`config.mk`:
```
export PLATFORM = sky130hd
export DESIGN_NAME = sorted_priority_queue_flat
export DESIGN_NICKNAME = d
export VERILOG_FILES = /design/src/sv/spq_pkg.sv /design/src/sv/spq_req_if.sv /design/src/sv/spq_rsp_if.sv /design/src/sv/spq_cell.sv /design/src/sv/sorted_priority_queue.sv /design/src/flat_wrapper.sv
export SDC_FILE = /design/constraint.sdc
export NUM_CORES = 2
export LEC_CHECK = 0
export ABC_AREA = 1
export BUFFER_PORTS_ARGS = -buffer_cell sky130_fd_sc_hd__buf_2
export CORE_AREA = 8 8 325 327
export CTS_CLUSTER_DIAMETER = 60
export DETAILED_ROUTE_END_ITERATION = 12
export DIE_AREA = 0 0 333 335
export GPL_TIMING_DRIVEN = 0
export PLACE_DENSITY = 0.74
export SLEW_MARGIN = 20
export SYNTH_ARGS = -nofsm -noshare
export SYNTH_HDL_FRONTEND = slang
export SYNTH_HIERARCHICAL = 1
export SYNTH_SLANG_ARGS = --single-unit
```
`constraint.sdc`:
```
create_clock -name clk -period 6.7 [get_ports clk]
set_input_delay 0 -clock clk [delete_from_list [all_inputs] [get_ports clk]]
set_output_delay 0 -clock clk [all_outputs]
set_load 0.01 [all_outputs]
```
`src/sv/spq_pkg.sv`:
```
`default_nettype none

package spq_pkg;

  localparam int CMD_BITS    = 2;
  localparam int STATUS_BITS = 2;
  localparam int COUNT_BITS  = 5;
  localparam int CAP_BITS    = 5;

  localparam logic [CAP_BITS-1:0] CAP_RESET = CAP_BITS'(16);

  typedef enum logic [CMD_BITS-1:0] {
    CMD_ENQ   = 2'd0,
    CMD_DEQ   = 2'd1,
    CMD_PEEK  = 2'd2,
    CMD_CLEAR = 2'd3
  } cmd_t;

  typedef enum logic [STATUS_BITS-1:0] {
    ST_OK    = 2'd0,
    ST_FULL  = 2'd1,
    ST_EMPTY = 2'd2
  } status_t;

  // per-cycle shift control broadcast to every cell
  typedef struct packed {
    logic enq;
    logic deq;
  } cell_ctl_t;

endpackage

`default_nettype wire

```
`src/sv/spq_req_if.sv`:
```
`default_nettype none

interface spq_req_if #(
  parameter int PRI_W = 16,
  parameter int PAY_W = 32
) ();
  logic              valid;
  logic              ready;
  spq_pkg::cmd_t     cmd;
  logic [PRI_W-1:0]  priority_in;
  logic [PAY_W-1:0]  payload_in;

  modport source (output valid, cmd, priority_in, payload_in, input ready);
  modport sink   (input valid, cmd, priority_in, payload_in, output ready);
endinterface

`default_nettype wire

```
`src/sv/spq_rsp_if.sv`:
```
`default_nettype none

interface spq_rsp_if #(
  parameter int PRI_W = 16,
  parameter int PAY_W = 32
) ();
  logic                                valid;
  logic                                ready;
  spq_pkg::status_t                    status;
  logic [PRI_W-1:0]                    priority_out;
  logic [PAY_W-1:0]                    payload_out;
  logic [spq_pkg::COUNT_BITS-1:0]      count_out;

  modport source (output valid, status, priority_out, payload_out, count_out, input ready);
  modport sink   (input valid, status, priority_out, payload_out, count_out, output ready);
endinterface

`default_nettype wire

```
`src/sv/spq_cell.sv`:
```
`default_nettype none

module spq_cell #(
  parameter int PRI_W = 16,
  parameter int PAY_W = 32
) (
  input  wire                     clk,
  input  wire spq_pkg::cell_ctl_t ctl,
  input  wire                     occupied,
  input  wire                     left_keep,
  input  wire  [PRI_W-1:0]        left_pri,
  input  wire  [PAY_W-1:0]        left_pay,
  input  wire  [PRI_W-1:0]        right_pri,
  input  wire  [PAY_W-1:0]        right_pay,
  input  wire  [PRI_W-1:0]        new_pri,
  input  wire  [PAY_W-1:0]        new_pay,
  output logic                    keep,
  output logic [PRI_W-1:0]        pri,
  output logic [PAY_W-1:0]        pay
);
  import spq_pkg::*;

  // stays put on insert when it holds an entry of equal or higher priority
  assign keep = occupied && (pri >= new_pri);

  always_ff @(posedge clk) begin
    if (ctl.enq) begin
      if (!keep) begin
        if (left_keep) begin
          pri <= new_pri;
          pay <= new_pay;
        end else begin
          pri <= left_pri;
          pay <= left_pay;
        end
      end
    end else if (ctl.deq) begin
      pri <= right_pri;
      pay <= right_pay;
    end
  end

endmodule

`default_nettype wire

```
`src/sv/sorted_priority_queue.sv`:
```
// Sorted priority queue built from a chain of cells, highest priority in cell 0.
// req channel: valid/ready with cmd (enqueue, dequeue, peek, clear), priority_in
//   and payload_in. rsp channel: valid/ready with status, priority_out,
//   payload_out and count_out, exactly one response per request transfer.
// Each cell compares its own entry against the incoming priority and either
//   holds, loads the new entry or takes its neighbor's, so an insert or removal
//   finishes in the cycle of the transfer regardless of queue fill.
// Latency: the response is valid the cycle after the request transfer.
// Throughput: one command per cycle, limited only by the response register.
// cfg_we/cfg_data write the capacity limit (saturated at DEPTH); write only
//   while no request is in flight.
// Reset: queue empty, capacity 16, no response pending. Cell contents are not
//   cleared; only cells below the entry count are ever read.
// Stall: while rsp is held (valid and not ready) the response stays stable and
//   req.ready is low, so no new request is taken.
`default_nettype none

module sorted_priority_queue #(
  parameter int DEPTH         = 16,
  parameter int PAYLOAD_BITS  = 32,
  parameter int PRIORITY_BITS = 16
) (
  input  wire                           clk,
  input  wire                           rst,
  spq_req_if.sink                       req,
  spq_rsp_if.source                     rsp,
  input  wire                           cfg_we,
  input  wire  [spq_pkg::CAP_BITS-1:0]  cfg_data
);
  import spq_pkg::*;

  localparam int CNT_W = $clog2(DEPTH + 1);
  localparam int CMP_W = (CNT_W > CAP_BITS) ? CNT_W : CAP_BITS;

  logic [CAP_BITS-1:0]      capacity;
  logic [CNT_W-1:0]         count;
  logic [CNT_W-1:0]         count_next;
  logic                     xfer;
  logic                     full;
  logic                     empty;
  cell_ctl_t                ctl;

  logic [DEPTH-1:0]         keep;
  logic [PRIORITY_BITS-1:0] cell_pri [DEPTH];
  logic [PAYLOAD_BITS-1:0]  cell_pay [DEPTH];

  status_t                  status_next;
  logic [PRIORITY_BITS-1:0] pri_next;
  logic [PAYLOAD_BITS-1:0]  pay_next;

  assign req.ready = !rsp.valid || rsp.ready;
  assign xfer      = req.valid && req.ready;

  assign full  = (count >= CNT_W'(DEPTH)) || (CMP_W'(count) >= CMP_W'(capacity));
  assign empty = (count == '0);

  assign ctl.enq = xfer && (req.cmd == CMD_ENQ) && !full;
  assign ctl.deq = xfer && (req.cmd == CMD_DEQ) && !empty;

  genvar gi;
  generate
    for (gi = 0; gi < DEPTH; gi++) begin : g_cell
      logic                     occ;
      logic                     lk;
      logic [PRIORITY_BITS-1:0] lp;
      logic [PAYLOAD_BITS-1:0]  ld;
      logic [PRIORITY_BITS-1:0] rp;
      logic [PAYLOAD_BITS-1:0]  rd;

      assign occ = (CNT_W'(gi) < count);

      if (gi == 0) begin : g_head
        assign lk = 1'b1;
        assign lp = '0;
        assign ld = '0;
      end else begin : g_mid
        assign lk = keep[gi-1];
        assign lp = cell_pri[gi-1];
        assign ld = cell_pay[gi-1];
      end

      if (gi == DEPTH - 1) begin : g_tail
        assign rp = '0;
        assign rd = '0;
      end else begin : g_body
        assign rp = cell_pri[gi+1];
        assign rd = cell_pay[gi+1];
      end

      spq_cell #(
        .PRI_W (PRIORITY_BITS),
        .PAY_W (PAYLOAD_BITS)
      ) u_cell (
        .clk       (clk),
        .ctl       (ctl),
        .occupied  (occ),
        .left_keep (lk),
        .left_pri  (lp),
        .left_pay  (ld),
        .right_pri (rp),
        .right_pay (rd),
        .new_pri   (req.priority_in),
        .new_pay   (req.payload_in),
        .keep      (keep[gi]),
        .pri       (cell_pri[gi]),
        .pay       (cell_pay[gi])
      );
    end
  endgenerate

  always_comb begin
    count_next  = count;
    status_next = ST_OK;
    pri_next    = '0;
    pay_next    = '0;
    unique case (req.cmd)
      CMD_ENQ: begin
        if (full) begin
          status_next = ST_FULL;
        end else begin
          count_next = count + CNT_W'(1);
        end
      end
      CMD_DEQ, CMD_PEEK: begin
        if (empty) begin
          status_next = ST_EMPTY;
        end else begin
          pri_next = cell_pri[0];
          pay_next = cell_pay[0];
          if (req.cmd == CMD_DEQ) begin
            count_next = count - CNT_W'(1);
          end
        end
      end
      CMD_CLEAR: begin
        count_next = '0;
      end
      default: begin
        count_next = count;
      end
    endcase
  end

  always_ff @(posedge clk) begin
    if (rst) begin
      capacity  <= CAP_RESET;
      count     <= '0;
      rsp.valid <= 1'b0;
    end else begin
      if (cfg_we) begin
        capacity <= cfg_data;
      end
      if (xfer) begin
        count     <= count_next;
        rsp.valid <= 1'b1;
      end else if (rsp.ready) begin
        rsp.valid <= 1'b0;
      end
    end
  end

  always_ff @(posedge clk) begin
    if (xfer) begin
      rsp.status       <= status_next;
      rsp.priority_out <= pri_next;
      rsp.payload_out  <= pay_next;
      rsp.count_out    <= COUNT_BITS'(count_next);
    end
  end

`ifndef NO_ASSERTIONS
  a_count_bound: assert property (@(posedge clk) disable iff (rst)
    count <= CNT_W'(DEPTH))
    else $error("entry count above depth");

  a_clear_empties: assert property (@(posedge clk) disable iff (rst)
    (xfer && req.cmd == CMD_CLEAR) |=> (count == '0))
    else $error("clear did not empty the queue");

  a_rsp_follows: assert property (@(posedge clk) disable iff (rst)
    xfer |=> rsp.valid)
    else $error("no response after request transfer");

  a_front_sorted: assert property (@(posedge clk) disable iff (rst)
    (count >= CNT_W'(2)) |-> (cell_pri[0] >= cell_pri[1]))
    else $error("front cells out of order");
`endif

endmodule

`default_nettype wire

```
`src/flat_wrapper.sv`:
```
// flat-port wrapper written by rule: the top's interface ports become plain ports
module sorted_priority_queue_flat import spq_pkg::*;
#(
  parameter int DEPTH         = 16,
  parameter int PAYLOAD_BITS  = 32,
  parameter int PRIORITY_BITS = 16
)
  (clk, rst, cfg_we, cfg_data, req_valid, req_cmd, req_priority_in, req_payload_in, req_ready, rsp_valid, rsp_status, rsp_priority_out, rsp_payload_out, rsp_count_out, rsp_ready);
  spq_req_if #(.PRI_W((16)), .PAY_W((32))) req_i ();
  spq_rsp_if #(.PRI_W((16)), .PAY_W((32))) rsp_i ();
  input  wire clk;
  input  wire rst;
  input  wire cfg_we;
  input  wire  [spq_pkg::CAP_BITS-1:0] cfg_data;
  input wire logic [$bits(req_i.valid)-1:0] req_valid;
  input wire logic [$bits(req_i.cmd)-1:0] req_cmd;
  input wire logic [$bits(req_i.priority_in)-1:0] req_priority_in;
  input wire logic [$bits(req_i.payload_in)-1:0] req_payload_in;
  output wire logic [$bits(req_i.ready)-1:0] req_ready;
  output wire logic [$bits(rsp_i.valid)-1:0] rsp_valid;
  output wire logic [$bits(rsp_i.status)-1:0] rsp_status;
  output wire logic [$bits(rsp_i.priority_out)-1:0] rsp_priority_out;
  output wire logic [$bits(rsp_i.payload_out)-1:0] rsp_payload_out;
  output wire logic [$bits(rsp_i.count_out)-1:0] rsp_count_out;
  input wire logic [$bits(rsp_i.ready)-1:0] rsp_ready;
  assign req_i.valid = req_valid;
  assign req_i.cmd = req_cmd;
  assign req_i.priority_in = req_priority_in;
  assign req_i.payload_in = req_payload_in;
  assign req_ready = req_i.ready;
  assign rsp_valid = rsp_i.valid;
  assign rsp_status = rsp_i.status;
  assign rsp_priority_out = rsp_i.priority_out;
  assign rsp_payload_out = rsp_i.payload_out;
  assign rsp_count_out = rsp_i.count_out;
  assign rsp_i.ready = rsp_ready;
  sorted_priority_queue #(.DEPTH(DEPTH), .PAYLOAD_BITS(PAYLOAD_BITS), .PRIORITY_BITS(PRIORITY_BITS)) u_core (.clk(clk), .rst(rst), .req(req_i), .rsp(rsp_i), .cfg_we(cfg_we), .cfg_data(cfg_data));
endmodule
```
Word-level counts from Yosys, hierarchy flattened
Cells that the tools add are included.

Equal/unequal tests: 19. Bitwise gates (word level): 1. Reduce and logical (&&, ||, !) cells: 48. Add/sub/neg operators: 2. Mux-type cells: 135. Magnitude comparators: 34.

Operators with widths (number): $mux W32 (63); $mux W16 (63); $ge A16 B16 Y1 (16); $lt A4 B5 Y1 const A (8); $ne A2 B2 Y1 const B (16); $reduce_and A2 Y1 (16); $logic_and A1 B1 Y1 (21); $lt A3 B5 Y1 const A (4); $mux W5 (3); $pmux W5 S3 (1); $lt A1 B5 Y1 const A (2); $lt A2 B5 Y1 const A (2); $add A5 B1 Y5 const B (1); $ge A5 B5 Y1 (1); $ge A5 B5 Y1 const B (1); $logic_not A5 Y1 (1); $sub A5 B1 Y5 const B (1); $eq A2 B2 Y1 const B (2); $pmux W2 S2 (1); $reduce_bool A2 Y1 (2); $reduce_or A2 Y1 (2); $logic_not A1 Y1 (3); $mux W1 (3); $eq A2 B1 Y1 const B (1); other kinds (4) (5).

Logic and storage cells: 278. Bits of input ports: 60. Bits in registers: 834. Output and inout bits: 57.

Longest topological paths before layout
Depth after elaboration: 7. Depth in mapped cells: 19. Depth with buffers taken out: 16.

By module
Netlist, hierarchy kept.

By module, submodules not included: spq_cell (sequential area each 1441.4 µm², times used 16, cells an instance 336, area each 2905.3 µm²); sorted_priority_queue (sequential area each 1871.8 µm², times used 1, cells an instance 331, area each 3246.9 µm²).

Worst setup path after synthesis
No wires, ideal clock.

Path type: register to register. Start: register u_core.count[0]. End: register u_core.g_cell[0].u_cell.pay[0] (enable). Cell stages (with the launch flop): 14. Arrival time: 6787 ps. Path slack: -670 ps. Data required time: 6117 ps. Buffers on the path: 3. Clock period less this slack: 7370 ps. Cell sequence: dfxtp_1 -> buf_2 -> inv_1 -> ha_1 -> inv_1 -> nand2_1 -> nand2_1 -> nand3_1 -> nor3_1 -> inv_1 -> buf_4 -> buf_2 -> nand2_1 -> nand2_1.

RTL lines: start, declared (RTL line sorted_priority_queue.sv:36) `logic [CNT_W-1:0] count;`; start signal, assigned (RTL line sorted_priority_queue.sv:154) `count <= count_next;`; end signal, assigned (RTL line spq_cell.sv:31) `pay <= new_pay;`; end signal, assigned (RTL line spq_cell.sv:34) `pay <= left_pay;`; end signal, assigned (RTL line spq_cell.sv:39) `pay <= right_pay;`; end, declared (RTL line spq_cell.sv:19) `output logic [PAY_W-1:0] pay`.

==> impl_metrics.csv <==
group,metric,value,unit
floorplanning,fp.dieArea,112000,sq um
timing,fmax,0.234,GHz
floorplanning,core-area,101000,sq um
timing,period_minus_slack,4270,ps
status,status,"completed",
floorplanning,rows,117,
detailed_routing,vias,41900,
floorplanning,die_height,335,microns
global_routing,grt_pass1_vias,42800,
critical_path,cp-start-kind,"flop",
layout,nets,6424,
critical_path,crit_path_max_incr_delay,540,ps
placed_design,post-place-ws,2470,ps
global_routing,antenna_found_initial,2,
critical_path,crit_path_end_kind,"flop",
flow_run,drv_cap,0,
floorplanning,floorplan.die.width,333,microns
cts,path_clk_slew,60,ps
logic_synthesis,synth_area,49700,sq um
cts,ctsHtreeMaxLevel,3,
floorplanning,initial_core_util,49.4,%
cts,cts_resized,0,
timing,final-max-slew-violation-count,0,
cts,cts_made_buffers,99,
logic_synthesis,yosys_warnings,6,
cts,postCtsSetupBuffers,0,
pwr,power-per-cell-area,247,nW/um^2
cts,insertion_delay,690,ps
cts,cts_root_buf,"clkbuf_16",
cts,cts_buffer_depth,3,
placed_design,port_buffers,115,
pwr,p_total,14000,uW
global_routing,use_met3,3.35,%
critical_path,cp.required,7120,ps
hold_path,hold_path_depth,3,
global_routing,grtUsageMet2,41.3,%
logic_synthesis,syn_area_per_cell,8.71,sq um
logic_synthesis,syn-instance-count,5706,
critical_path,path_cells,"buf_2, inv_1, ha_1, inv_1, nand2_1, nand2_1, nand3_1, nor3_4, buf_8, buf_16, buf_8, inv_1, buf_4, buf_2, nand2_1, nand2_2, buf_12",
timing,rsz0062_at_grt,"false",
critical_path,rr_worst_depth,17,
critical_path,crit_type,"reg -> reg",
global_routing,grt_util_all_layers,23.9,%
placed_design,gp_congestion,0.841,
hold_path,hp-class,"in -> reg",
critical_path,crit_arrival,4690,ps
layout,drive_gt1_share,13.7,%
pwr,vdd_drop_max,0.196,mV
global_routing,grt.met1_usage,31.1,%
floorplanning,io-pin-count,117,
placed_design,dp_hpwl,102,mm
timing,worst_slack,2430,ps
layout,nFillCells,8868,
detailed_routing,drt_iter0_drc,4231,
critical_path,crit_fanout,32,
timing,hold_violations,0,
detailed_routing,dr.pass1.iters,6,
global_routing,overflow,0,
critical_path,crit_slowest_cell,"nor3_4",
global_routing,grt_start_max_net_pins,55,
timing,setup_violations,0,
global_routing,grt_pass1_wl,219,mm
detailed_routing,ant_nets,0,
cts,cts.sinks,834,
cts,cts-hold-fix-buffers,54,
detailed_routing,vias_per_cell,5.60,
detailed_routing,wirelength,138,mm
timing,relSlewSlack,31.6,%
global_routing,top_usage_layer,"met2",
placed_design,place_area,52800,sq um
detailed_routing,wl_per_cell,18.4,microns
timing,worst_pin_slew,1030,ps
layout,area_growth_syn_to_layout,13.7,%
cts,tritoncts,"done",
pwr,p_leak,0.0233,uW
layout,final_area,56500,sq um
detailed_routing,drc,0,
timing,skew,49.6,ps
timing,post-route-period-util,63.7,%
[per-layer routing]
| layer | part of all wire [%] | vias to the layer above |
|---|---|---|
| li1 | - | 20100 |
| met1 | 42 | 19900 |
| met2 | 49 | 1574 |
| met3 | 6.8 | 294 |
| met4 | 2.6 | 0 |
| met5 | 0 | - |
[critical path, delay by kind of cell, from the launching register on]
family	cells	cell delay [ps]
buffers and inverters	10	1860
and+or+nand+nor	6	1440
DFF	1	350
adders and majority gates	1	300
[final timing paths]
check	startpoint	slack (ps)	endpoint
worst max register to register	u_core/count[0]	2430	u_core/g_cell[6].u_cell/pay[8]
worst min register to register	u_core/g_cell[15].u_cell/pay[19]	530	u_core/g_cell[14].u_cell/pay[19]
worst max-delay path	u_core/count[0]	2430	u_core/g_cell[6].u_cell/pay[8]
worst min-delay path	req_priority_in[15]	80	u_core/g_cell[2].u_cell/pri[15]
[power breakdown]
part           switching [uW]  internal, uW  total [uW]
Clock                    2270          3060        5330
Sequential                209          6220        6430
Combinational            1500           707        2210
[stage by stage]
stage	util, %	setup TNS [ps]	hold WS [ps]	std cells
after floorplan	-	0	111	5804
after global placement	51.9	-4647320	232	7228
after detailed placement	52.4	0	232	7250
after CTS	56.1	0	36.0	7488
after global routing	56.1	0	74.9	7490
final	56.1	0	79.7	7490
[registers in the layout (all words and copies together) (netlist names)]
register	cells
u_core/g_cell.u_cell/pay	512
u_core/g_cell.u_cell/pri	256
u_core/rsp.payload_out	32
u_core/rsp.priority_out	16
u_core/capacity	5
u_core/count	5
u_core/rsp.count_out	5
u_core/rsp.status	2
u_core/rsp.valid	1
[cell usage in the layout, fill, tap and decap left out, types with 35 or more instances in the layout]
cell           count
ha_1             268
clkbuf_1         151
buf_2            183
buf_6             35
conb_1           100
edfxtp_1         823
nor2_1           551
o21ai_0         1261
nor2_2           331
nand2_1         1134
clkbuf_16        101
dlygate4sd3_1     54
buf_8             37
a21oi_1          122
o21ai_1          320
inv_1            428
[final cells by class]
type	count	area [sq um]	share of cell area, %
clock inverter	61	581	1.03
antenna	2	5.00	0.00885
clock buffer	123	2610	4.62
buffer	328	2090	3.69
sequential	834	24900	44.1
tap	1309	1640	2.90
multi-input combinational	4195	21400	37.9
inverter	447	1720	3.04
timing repair buffer	191	1540	2.72
Power figures use the tool's default switching activity.
